$ cat src/hdl/utfenc_pkg.sv
// Package for the code point to UTF-8 / UTF-16 encoder.
// Holds the field widths, the register indexes and the encoded-item struct.
// No dependencies.
`default_nettype none

package utfenc_pkg;

    localparam int CP_W       = 21;
    localparam int UNIT_W     = 16;
    localparam int CNT_OUT_W  = 16;
    localparam int CAP_W      = 16;
    localparam int CFG_IDX_W  = 2;
    localparam int CFG_DATA_W = 16;

    // configuration register indexes
    localparam logic [CFG_IDX_W-1:0] CFG_CAPACITY    = 2'd0;
    localparam logic [CFG_IDX_W-1:0] CFG_OUTPUT_FORM = 2'd1;
    localparam logic [CFG_IDX_W-1:0] CFG_COUNT_ONLY  = 2'd2;

    localparam logic [CAP_W-1:0] CAPACITY_RESET = 16'd256;

    localparam logic FORM_UTF8  = 1'b0;
    localparam logic FORM_UTF16 = 1'b1;

    // one code point, encoded: up to four units, n of them valid (1..4)
    typedef struct packed {
        logic [3:0][UNIT_W-1:0] units;
        logic [2:0]             n;
    } t_enc;

endpackage

`default_nettype wire

$ cat src/hdl/utfenc_in_if.sv
// Input channel of the encoder: one code point per beat.
// Depends on utfenc_pkg.
`default_nettype none

interface utfenc_in_if;
    import utfenc_pkg::*;

    logic            valid;
    logic            ready;
    logic [CP_W-1:0] code_point;

    modport source (output valid, output code_point, input ready);
    modport sink   (input valid, input code_point, output ready);
endinterface

`default_nettype wire

$ cat src/hdl/utfenc_out_if.sv
// Result channel of the encoder: one unit or end-of-string record per beat.
// Depends on utfenc_pkg.
`default_nettype none

interface utfenc_out_if;
    import utfenc_pkg::*;

    logic                 valid;
    logic                 ready;
    logic [UNIT_W-1:0]    unit;
    logic                 is_terminator;
    logic [CNT_OUT_W-1:0] written_count;
    logic                 truncated;
    logic                 last;

    modport source (output valid, output unit, output is_terminator, output written_count,
                    output truncated, output last, input ready);
    modport sink   (input valid, input unit, input is_terminator, input written_count,
                    input truncated, input last, output ready);
endinterface

`default_nettype wire

$ cat src/hdl/utfenc_encode.sv
// Combinational encoder: one code point to 1..4 UTF-8 bytes or 1..2 UTF-16 units.
// Depends on utfenc_pkg.
`default_nettype none

module utfenc_encode (
    input  logic [utfenc_pkg::CP_W-1:0] i_code_point,
    input  logic                        i_form,
    output utfenc_pkg::t_enc            o_enc
);
    import utfenc_pkg::*;

    logic [CP_W-1:0] cp;

    assign cp = i_code_point;

    always_comb begin
        o_enc = '0;
        if (i_form == FORM_UTF16) begin
            if (cp > 21'h00FFFF) begin
                // surrogate pair; out-of-range values are not rejected
                o_enc.units[0] = UNIT_W'(cp[20:10]) + 16'hD7C0;
                o_enc.units[1] = 16'hDC00 | {6'b0, cp[9:0]};
                o_enc.n        = 3'd2;
            end else begin
                o_enc.units[0] = cp[15:0];
                o_enc.n        = 3'd1;
            end
        end else if (cp < 21'h000080) begin
            o_enc.units[0] = {9'b0, cp[6:0]};
            o_enc.n        = 3'd1;
        end else if (cp < 21'h000800) begin
            o_enc.units[0] = {8'b0, 3'b110, cp[10:6]};
            o_enc.units[1] = {8'b0, 2'b10, cp[5:0]};
            o_enc.n        = 3'd2;
        end else if (cp < 21'h010000) begin
            o_enc.units[0] = {8'b0, 3'b111, cp[16:12]};
            o_enc.units[1] = {8'b0, 2'b10, cp[11:6]};
            o_enc.units[2] = {8'b0, 2'b10, cp[5:0]};
            o_enc.n        = 3'd3;
        end else begin
            o_enc.units[0] = {8'b0, 5'b11110, cp[20:18]};
            o_enc.units[1] = {8'b0, 2'b10, cp[17:12]};
            o_enc.units[2] = {8'b0, 2'b10, cp[11:6]};
            o_enc.units[3] = {8'b0, 2'b10, cp[5:0]};
            o_enc.n        = 3'd4;
        end
    end

endmodule

`default_nettype wire

$ cat src/hdl/codepoint_to_utf8_utf16_encoder.sv
// Code point to UTF-8 / UTF-16 encoder. A code point is encoded as it is
// accepted and held in the emit stage, which sends one result beat per cycle
// through an output register unless the output stalls. An item leaves the emit
// stage once its units (1 to 4 in UTF-8, 1 to 2 in UTF-16) are sent or the
// output is full; one that yields none (count-only mode, full output) leaves
// with no beat. The single result channel sets the rate; a new code point is
// taken in the cycle the previous one leaves the emit stage. Code point zero
// closes a string with one end beat carrying the count and the truncated flag.
// Depends on utfenc_pkg, utfenc_in_if, utfenc_out_if and utfenc_encode.
`default_nettype none

module codepoint_to_utf8_utf16_encoder #(
    parameter int COUNT_BITS = 16
) (
    input  logic                              i_clk,
    input  logic                              i_rst_n,
    input  logic                              i_cfg_wr_en,
    input  logic [utfenc_pkg::CFG_IDX_W-1:0]  i_cfg_idx,
    input  logic [utfenc_pkg::CFG_DATA_W-1:0] i_cfg_data,
    utfenc_in_if.sink                         i_in,
    utfenc_out_if.source                      o_out
);
    import utfenc_pkg::*;

    localparam int CMP_W = (COUNT_BITS > CAP_W) ? COUNT_BITS : CAP_W;

    // output is full once count reaches capacity-1; never in count-only mode
    function automatic logic f_full(input logic [COUNT_BITS-1:0] cnt,
                                    input logic [CAP_W-1:0]      cap,
                                    input logic                  cnt_only);
        logic [CMP_W-1:0] cnt_ext;
        logic [CMP_W-1:0] lim;
        cnt_ext = CMP_W'(cnt);
        lim     = CMP_W'(cap - CAP_W'(1));
        return !cnt_only && ((cap == '0) || (cnt_ext >= lim));
    endfunction

    // configuration
    logic [CAP_W-1:0] r_capacity;
    logic             r_form;
    logic             r_count_only;

    // emit stage
    logic                  r_em_valid;
    t_enc                  r_enc;
    logic                  r_em_end;
    logic [1:0]            r_idx;
    logic [COUNT_BITS-1:0] r_count;

    // output register
    logic                 r_out_valid;
    logic [UNIT_W-1:0]    r_out_unit;
    logic                 r_out_term;
    logic [CNT_OUT_W-1:0] r_out_count;
    logic                 r_out_trunc;
    logic                 r_out_last;

    t_enc                  w_enc;
    logic                  w_out_free;
    logic [COUNT_BITS-1:0] w_cnt_inc;
    logic [COUNT_BITS:0]   w_sum;
    logic [COUNT_BITS-1:0] w_cnt_sat;
    logic                  w_full_now;
    logic                  w_full_next;
    logic                  w_unit_last;
    logic                  w_emits;
    logic                  w_step;
    logic                  w_done;
    logic                  w_in_beat;

    utfenc_encode u_encode (
        .i_code_point (i_in.code_point),
        .i_form       (r_form),
        .o_enc        (w_enc)
    );

    always_ff @(posedge i_clk) begin
        if (!i_rst_n) begin
            r_capacity   <= CAPACITY_RESET;
            r_form       <= FORM_UTF8;
            r_count_only <= 1'b0;
        end else if (i_cfg_wr_en) begin
            case (i_cfg_idx)
                CFG_CAPACITY:    r_capacity   <= i_cfg_data;
                CFG_OUTPUT_FORM: r_form       <= i_cfg_data[0];
                CFG_COUNT_ONLY:  r_count_only <= i_cfg_data[0];
                default: ;
            endcase
        end
    end

    assign w_out_free  = !r_out_valid || o_out.ready;
    assign w_cnt_inc   = r_count + COUNT_BITS'(1);
    assign w_sum       = {1'b0, r_count} + (COUNT_BITS+1)'(r_enc.n);
    assign w_cnt_sat   = w_sum[COUNT_BITS] ? '1 : w_sum[COUNT_BITS-1:0];
    assign w_full_now  = f_full(r_count, r_capacity, r_count_only);
    assign w_full_next = f_full(w_cnt_inc, r_capacity, r_count_only);
    assign w_unit_last = ({1'b0, r_idx} == (r_enc.n - 3'd1));

    // a beat goes out for the end record and, outside count-only mode, for each unit that still fits
    assign w_emits = r_em_valid && (r_em_end || (!r_count_only && !w_full_now));
    assign w_step  = r_em_valid && (w_out_free || !w_emits);
    assign w_done  = w_step && (r_em_end || r_count_only || w_full_now
                                || w_unit_last || w_full_next);

    assign i_in.ready = !r_em_valid || w_done;
    assign w_in_beat  = i_in.valid && i_in.ready;

    always_ff @(posedge i_clk) begin
        if (!i_rst_n) begin
            r_em_valid  <= 1'b0;
            r_idx       <= '0;
            r_count     <= '0;
            r_out_valid <= 1'b0;
        end else begin
            if (w_in_beat) begin
                r_em_valid <= 1'b1;
                r_idx      <= '0;
            end else if (w_done) begin
                r_em_valid <= 1'b0;
            end else if (w_step) begin
                r_idx <= r_idx + 2'd1;
            end

            if (w_step) begin
                if (r_em_end) begin
                    r_count <= '0;
                end else if (r_count_only) begin
                    r_count <= w_cnt_sat;
                end else if (!w_full_now) begin
                    r_count <= w_cnt_inc;
                end
            end

            if (w_step && w_emits) begin
                r_out_valid <= 1'b1;
            end else if (o_out.ready) begin
                r_out_valid <= 1'b0;
            end
        end
    end

    always_ff @(posedge i_clk) begin
        if (w_in_beat) begin
            r_enc    <= w_enc;
            r_em_end <= (i_in.code_point == '0);
        end
        if (w_step && w_emits) begin
            if (r_em_end) begin
                r_out_unit  <= '0;
                r_out_term  <= !r_count_only && (r_capacity != '0);
                r_out_count <= CNT_OUT_W'(r_count);
                r_out_trunc <= w_full_now;
                r_out_last  <= 1'b1;
            end else begin
                r_out_unit  <= r_enc.units[r_idx];
                r_out_term  <= 1'b0;
                r_out_count <= CNT_OUT_W'(w_cnt_inc);
                r_out_trunc <= w_full_next;
                // a unit that fills the output ends the item early
                r_out_last  <= w_unit_last || w_full_next;
            end
        end
    end

    assign o_out.valid         = r_out_valid;
    assign o_out.unit          = r_out_unit;
    assign o_out.is_terminator = r_out_term;
    assign o_out.written_count = r_out_count;
    assign o_out.truncated     = r_out_trunc;
    assign o_out.last          = r_out_last;

endmodule

`default_nettype wire

$ cat src/flat_wrapper.sv
// flat-port wrapper written by rule: the top's interface ports become plain ports
module codepoint_to_utf8_utf16_encoder_flat import utfenc_pkg::*;
#(
    parameter int COUNT_BITS = 16
)
  (i_clk, i_rst_n, i_cfg_wr_en, i_cfg_idx, i_cfg_data, i_in_valid, i_in_code_point, i_in_ready, o_out_valid, o_out_unit, o_out_is_terminator, o_out_written_count, o_out_truncated, o_out_last, o_out_ready);
  utfenc_in_if i_in_i ();
  utfenc_out_if o_out_i ();
  input  logic i_clk;
  input  logic i_rst_n;
  input  logic i_cfg_wr_en;
  input  logic [utfenc_pkg::CFG_IDX_W-1:0] i_cfg_idx;
  input  logic [utfenc_pkg::CFG_DATA_W-1:0] i_cfg_data;
  input wire logic [$bits(i_in_i.valid)-1:0] i_in_valid;
  input wire logic [$bits(i_in_i.code_point)-1:0] i_in_code_point;
  output wire logic [$bits(i_in_i.ready)-1:0] i_in_ready;
  output wire logic [$bits(o_out_i.valid)-1:0] o_out_valid;
  output wire logic [$bits(o_out_i.unit)-1:0] o_out_unit;
  output wire logic [$bits(o_out_i.is_terminator)-1:0] o_out_is_terminator;
  output wire logic [$bits(o_out_i.written_count)-1:0] o_out_written_count;
  output wire logic [$bits(o_out_i.truncated)-1:0] o_out_truncated;
  output wire logic [$bits(o_out_i.last)-1:0] o_out_last;
  input wire logic [$bits(o_out_i.ready)-1:0] o_out_ready;
  assign i_in_i.valid = i_in_valid;
  assign i_in_i.code_point = i_in_code_point;
  assign i_in_ready = i_in_i.ready;
  assign o_out_valid = o_out_i.valid;
  assign o_out_unit = o_out_i.unit;
  assign o_out_is_terminator = o_out_i.is_terminator;
  assign o_out_written_count = o_out_i.written_count;
  assign o_out_truncated = o_out_i.truncated;
  assign o_out_last = o_out_i.last;
  assign o_out_i.ready = o_out_ready;
  codepoint_to_utf8_utf16_encoder #(.COUNT_BITS(COUNT_BITS)) u_core (.i_clk(i_clk), .i_rst_n(i_rst_n), .i_cfg_wr_en(i_cfg_wr_en), .i_cfg_idx(i_cfg_idx), .i_cfg_data(i_cfg_data), .i_in(i_in_i), .o_out(o_out_i));
endmodule
$ cat config.mk
export PLATFORM = sky130hd
export DESIGN_NAME = codepoint_to_utf8_utf16_encoder_flat
export DESIGN_NICKNAME = d
export VERILOG_FILES = /design/src/hdl/utfenc_pkg.sv /design/src/hdl/utfenc_in_if.sv /design/src/hdl/utfenc_out_if.sv /design/src/hdl/utfenc_encode.sv /design/src/hdl/codepoint_to_utf8_utf16_encoder.sv /design/src/flat_wrapper.sv
export SDC_FILE = /design/constraint.sdc
export NUM_CORES = 1
export LEC_CHECK = 0
export BUFFER_PORTS_ARGS = -buffer_cell sky130_fd_sc_hd__buf_2
export CELL_PAD_IN_SITES_DETAIL_PLACEMENT = 0
export CELL_PAD_IN_SITES_GLOBAL_PLACEMENT = 1
export CORE_UTILIZATION = 50
export CTS_CLUSTER_SIZE = 24
export DETAILED_ROUTE_END_ITERATION = 10
export GPL_TIMING_DRIVEN = 1
export PLACE_DENSITY = 0.95
export SYNTH_ARGS = -nofsm -noshare
export SYNTH_HDL_FRONTEND = slang
export SYNTH_SLANG_ARGS = --single-unit
$ cat constraint.sdc
create_clock -name i_clk -period 16.9 [get_ports i_clk]
set_input_delay 1.69 -clock i_clk [delete_from_list [all_inputs] [get_ports i_clk]]
set_output_delay 1.69 -clock i_clk [all_outputs]
set_load 0.1 [all_outputs]
# Word-level counts from Yosys, hierarchy flattened
# Cells that the tools add are included.
# word_totals
reg_bits	141
word_cells	97
in_bits	44
# op_classes
reduce_logical	39
magnitude_cmp	7
n_eq_ne	4
add_sub_neg	6
n_mux	20
n_bitwise	2
# ops
operator	n
16-bit two-way mux	8
35-bit two-way mux	2
41-bit two-way mux	1
19-bit two-way mux	2
16-bit binary-select mux with 2-bit select	1
16-bit >= comparator	2
21-bit by 16-bit greater-than comparator with 1-bit output (second input constant)	1
21-bit zero test	1
21-bit by 12-bit less-than comparator with 1-bit output (second input constant)	1
21-bit by 17-bit less-than comparator with 1-bit output (second input constant)	1
21-bit by 8-bit less-than comparator with 1-bit output (second input constant)	1
16-bit by 3-bit adder with 17-bit output	1
12-bit by 15-bit adder with 16-bit output (second input constant)	1
16-bit by 1-bit adder with 16-bit output (second input constant)	1
16-bit zero test	1
16-bit nonzero test	1
16-bit by 1-bit subtractor with 16-bit output (second input constant)	1
1-bit logical OR	11
2-bit AND reduction	5
1-bit logical AND	9
8-bit two-way mux	1
1-bit zero test	5
1-bit two-way mux	5
2-bit nonzero test	2
12 further kinds	13

# Depth between registers and ports, before layout
# logic_depth
depth_word	15
depth_mapped	16

# Modules after synthesis
# Synthesis repeated with hierarchy kept, for this count alone.
# unflattened
hier_cells	809
area_unflattened_um2	8486.9
# by_module_without_submodules
module	seq_area_each_um2	area_per_inst_um2	cells_each	n_inst
codepoint_to_utf8_utf16_encoder	3853.7	7292.0	619	1
utfenc_encode	0.0	1194.9	190	1

# Worst setup path after synthesis
# No wires, ideal clock.
# synth_timing
path_type	register to register
startpoint	register u_core.r_capacity[7]
endpoint	register u_core.r_em_end, enable pin
n_path_buf	0
synth_period_minus_slack_ns	6.499
setup_slack_ns	10.401
required_time_ns	16.391
stages_incl_launch_ff	12
arrival_time_ns	5.990
path_cell_list	dfxtp_1 > or4_1 > or3_1 > nor3_1 > xnor2_1 > ha_1 > and4_1 > nand3_2 > o311a_4 > nand3_1 > a21oi_1 > nor3b_1
# synth_between
elab_chain_len	14
elab_cells_between_ends	21
classes_between	add/sub: 1; order compare: 2; reduce/logical: 18
# synth_rtl
element	line	rtl
start, declared	codepoint_to_utf8_utf16_encoder.sv:39	logic [CAP_W-1:0] r_capacity;
start signal, assigned	codepoint_to_utf8_utf16_encoder.sv:84	CFG_CAPACITY: r_capacity <= i_cfg_data;
16-bit by 1-bit subtractor with 16-bit output	codepoint_to_utf8_utf16_encoder.sv:34	lim = CMP_W'(cap - CAP_W'(1));
16-bit >= comparator	codepoint_to_utf8_utf16_encoder.sv:35	return !cnt_only && ((cap == '0) || (cnt_ext >= lim));
1-bit logical OR	codepoint_to_utf8_utf16_encoder.sv:35	
1-bit logical AND	codepoint_to_utf8_utf16_encoder.sv:35	
1-bit zero test	codepoint_to_utf8_utf16_encoder.sv:101	assign w_emits = r_em_valid && (r_em_end || (!r_count_only && !w_full_now));
1-bit logical AND	codepoint_to_utf8_utf16_encoder.sv:101	
1-bit logical OR	codepoint_to_utf8_utf16_encoder.sv:101	
1-bit logical AND	codepoint_to_utf8_utf16_encoder.sv:101	
1-bit zero test	codepoint_to_utf8_utf16_encoder.sv:102	assign w_step = r_em_valid && (w_out_free || !w_emits);
1-bit logical OR	codepoint_to_utf8_utf16_encoder.sv:102	
1-bit logical AND	codepoint_to_utf8_utf16_encoder.sv:102	
1-bit logical AND (*)	codepoint_to_utf8_utf16_encoder.sv:103	assign w_done = w_step && (r_em_end || r_count_only || w_full_now
1-bit logical OR (*)	codepoint_to_utf8_utf16_encoder.sv:106	assign i_in.ready = !r_em_valid || w_done;
1-bit logical AND (*)	codepoint_to_utf8_utf16_encoder.sv:107	assign w_in_beat = i_in.valid && i_in.ready;
named net u_core.w_in_beat	codepoint_to_utf8_utf16_encoder.sv:69	logic w_in_beat;
end signal, assigned	codepoint_to_utf8_utf16_encoder.sv:146	r_em_end <= (i_in.code_point == '0);
end, declared	codepoint_to_utf8_utf16_encoder.sv:46	logic r_em_end;
# The timed path passes the listed nets; every way through them passes the cells marked *.
# A chain may end at the register's enable or synchronous reset.

# Worst setup path after layout
# layout_timing
startpoint	register u_core.r_count[3]
endpoint	output port i_in_ready
# layout_between
elab_chain_len	12
elab_cells_between_ends	19
classes_between	add/sub: 1; order compare: 2; reduce/logical: 16
# layout_rtl
element	line	rtl
start, declared	codepoint_to_utf8_utf16_encoder.sv:48	logic [COUNT_BITS-1:0] r_count;
start signal, assigned	codepoint_to_utf8_utf16_encoder.sv:129	r_count <= w_cnt_sat;
start signal, assigned	codepoint_to_utf8_utf16_encoder.sv:131	r_count <= w_cnt_inc;
branches (longest 10 deep; another with 16-bit by 1-bit adder with 16-bit output)	-	
1-bit logical AND (*)	codepoint_to_utf8_utf16_encoder.sv:103	
1-bit logical OR (*)	codepoint_to_utf8_utf16_encoder.sv:106	
end, declared	flat_wrapper.sv:16	output wire logic [$bits(i_in_i.ready)-1:0] i_in_ready;
# Mark *: on every way between the ends.

==> qor_table.md <==
| Metric | This run | Unit |
| --- | --- | --- |
| Post-route standard cell area excluding fillers | 8280 | um2 |
| Number of buffers inserted by hold repair at cts | 0 | - |
| Cells on Worst Hold Path | 2 | - |
| Number of antenna violations at the first check in global routing | 0 | - |
| Setup repair after global routing missed its margin | no | - |
| Site row count | 43 | - |
| Number of port buffers | 80 | - |
| Most common library cell in the layout ignoring fill and taps | nor2_1 | - |
| Number of enable flip-flop cells after synthesis | 79 | - |
| Drc violations | 0 | - |
| Vertical extent of the die | 122 | um |
| Share of cells above drive strength 1 | 18.8 | % |
| Number of iterations in the first detailed-routing pass | 6 | - |
| Vias in the first global route | 5792 | - |
| Sequential share of the synthesized area | 43.4 | % |
| Wire length of the first global-routing pass | 29.6 | mm |
| Final design utilization | 59.2 | % |
| Ratio of final minimum period to clock period | 36.0 | % |
| Most frequent cells in the layout | 86 x nor2_1, 80 x nand2_1, 80 x buf_2, 79 x edfxtp_1, 58 x a21oi_1 | - |
| Master cell of the clock root buffer | clkbuf_16 | - |
| Postcts setup bufs | 0 | - |
| Ordered cell list for the critical path | nand4_1 > nor3_1 > nand4_1 > xnor2_1 > ha_1 > a21o_1 > a21oi_1 > nor2b_1 > a2111oi_0 > o31a_1 > nand3_1 > a21oi_1 > nor2_1 > buf_2 | - |
| R2R cell count | 13 | - |
| R2r endpoint | u_core.r_count[10]$_SDFFE_PN0P_ | - |
| Instance area at placement | 7680 | um2 |
| Clock tree from TritonCTS | done | - |
| Post-Route Skew | 8.89 | ps |
| Crit start category | register | - |
| Final setup fails | 0 | - |
| Maximum buffer depth of the clock tree | 2 | - |
| Max-slew violation total from the final report | 0 | - |
| CTS H-tree lvls | 4 | - |
| Final setup TNS | 0 | ps |
| Number of distinct library cells after synthesis | 74 | - |
| Data arrival time of the worst path | 4390 | ps |
| Effective utilization at floorplan | 51.7 | % |
| Total of max-cap violations | 0 | - |
| Worst Path Class, Setup | reg2out | - |
| Measured slew at the worst slew-check pin | 1070 | ps |
| Wirelength, routed | 18.4 | mm |
| Syn avg cell area | 9.63 | um2 |
| Antenna Nets Post-Route | 0 | - |
| Number of resized instances in the post-cts repair step | 0 | - |
| Routed WL per cell | 18.4 | um |
| Tightest Hold Check Type | reg2reg | - |
| Clock network latency to the later pin of the worst-skew pair | 420 | ps |
| Largest fanout of any net on the critical path | 10 | - |
| Hold Worst Slack | 488 | ps |
| Final-layout fill cell count | 1199 | - |
| Crit path max-delay cell type | dfxtp_1 | - |
| Maximum clock frequency | 164 | MHz |
| Internal reg-to-reg setup slack | 12460 | ps |
| Worst Path Required | 15210 | ps |
| Cell count after synthesis | 750 | - |
| Headroom to the max-slew limit | 28.1 | % |
| N_diodes | 0 | - |
| Syn_nets | 832 | - |
| Flip-flop and latch count after synthesis | 117 | - |
| Worst slack at placement | 11280 | ps |
| WP buf/inv | 1 | - |
| Die Outline Area | 14900 | um2 |
| DR iter-0 viols | 791 | - |
| Total standard cell area after synthesis | 7230 | um2 |
| Worst Hold Path EP | u_core.r_capacity[14]$_SDFFE_PN0P_ | - |
| TritonCTS Buffers | 17 | - |
| Gr ovfl total | 0 | - |
| Core Footprint | 14000 | um2 |
| Routability congestion estimate from global placement | 0.942 | - |
| Dominant register cell in the synthesized netlist | edfxtp_1 | - |
| Outcome | completed | - |
| Final min period | 6080 | ps |
| Share of synthesized flip-flops with an asynchronous set or reset | 0 | % |
| Number of vias after detailed routing | 6101 | - |
| I/O pin cnt | 81 | - |
| Synthesis warning total | 0 | - |
| Placed wire-length estimate | 12.9 | mm |
| Worst reg2reg startpoint | u_core.r_capacity[0]$_SDFFE_PN0P_ | - |
| Aggregate global-route resource usage | 25.9 | % |
| Number of hold violations in the final report | 0 | - |
| Power per unit of standard cell area | 129 | nW/um2 |
| Clock Pin Slew Worst Setup and Hold Paths | 50 | ps |
| Top cell family by delay on the critical path | compound AO/OA/AOI/OAI gates | - |
| Largest net degree at the start of global routing | 46 | - |
| Die width | 122 | um |
| Start point of the worst min-delay path | u_core.r_capacity[14]$_SDFFE_PN0P_ | - |
| Setup crit end kind | output port | - |
| Leakage power | 0.00324 | uW |
| Peak per-stage delay on the critical path | 560 | ps |
| Area added between synthesis and finish | 14.6 | % |
| Final net count | 886 | - |
| Worst-case vdd ir drop | 72.8 | uV |
| Setup WS post-layout | 10820 | ps |
| Total clock sinks | 117 | - |
| Vias per std cell | 6.12 | - |
-- worst max path at each step --
stage	slack (ps)	end	cells past startpoint	from
6_report	10820	i_in_ready	14	u_core.r_count[3]$_SDFFE_PN0P_
5_1_grt	10430	i_in_ready	14	u_core.r_count[3]$_SDFFE_PN0P_
4_1_cts	10820	i_in_ready	14	u_core.r_count[3]$_SDFFE_PN0P_
3_5_place_dp	11280	i_in_ready	14	u_core.r_count[3]$_SDFFE_PN0P_
3_3_place_gp	11420	i_in_ready	14	u_core.r_count[3]$_SDFFE_PN0P_
2_1_floorplan	10400	u_core.r_em_end$_DFFE_PP_	11	u_core.r_capacity[7]$_SDFFE_PN0P_
-- synth_stat cells, types with 12 or more instances --
cell	instances	area, um2
a211oi_1	13	97.6
o221a_2	12	135
ha_1	37	463
nand2_1	80	300
xor2_1	21	184
xnor2_1	29	254
edfxtp_1	79	2370
nor2_1	87	327
and3_1	15	93.8
clkbuf_1	33	124
o21ai_0	18	90.1
nor3_1	23	115
inv_1	23	86.3
a21oi_1	58	290
nand3_1	18	90.1
dfxtp_1	38	761
-- metrics by stage --
step                cells  total power, uW
floorplan             750              645
global placement      965              698
detailed placement    965              705
CTS                   997             1070
global route          997             1110
finish                997             1070
-- per-layer routing --
layer / share of wire, % / vias up / GRT usage (%)
met2: 47 / 317 / 41.0
met1: 43 / 2877 / 34.4
met5: 0 / - / 0
li1: - / 2862 / -
met4: 2.0 / 0 / 8.84
met3: 8.2 / 45 / 6.78
-- cell families (layout without fill, tap and decap cells) --
family          Yosys count  after routing  synth area share, %
simple gates            298            298                 20.6
compound gates          156            156                 15.3
flops                   117            117                 43.4
buf+inv                  74            141                 4.28
xor+xnor                 51             51                 6.39
fa+ha+maj                38             38                 6.68
mux                      16             16                 3.45
-- sequential cells by signal, summed over array words and instances, names as in the netlist, 2 cells and up --
register,count
u_core.r_idx,2
u_core.o_out.written_count,16
u_core.r_enc,43
u_core.o_out.unit,16
u_core.r_count,16
u_core.r_capacity,16
-- worst min-delay path, delay by kind of cell (launching register included) --
| kind | cells | cell delay [ps] |
|---|---|---|
| AND/OR/NAND/NOR | 1 | 60 |
| flip-flops | 1 | 330 |
| AO/OA/AOI/OAI | 1 | 50 |
-- area by class of cell --
class	instances	area (um2)	area share (%)
multi-input combinational	559	3800	45.8
sequential	117	3130	37.8
clock buffer	23	479	5.79
timing repair buffer	84	430	5.20
tap	180	225	2.72
clock inverter	9	125	1.51
inverter	25	93.8	1.13
-- power by group --
group          switching, uW  internal [uW]
Clock                    126            243
Combinational            237           83.4
Sequential              29.8            353
Total                    393            679
(Power assumes the default switching activity.)
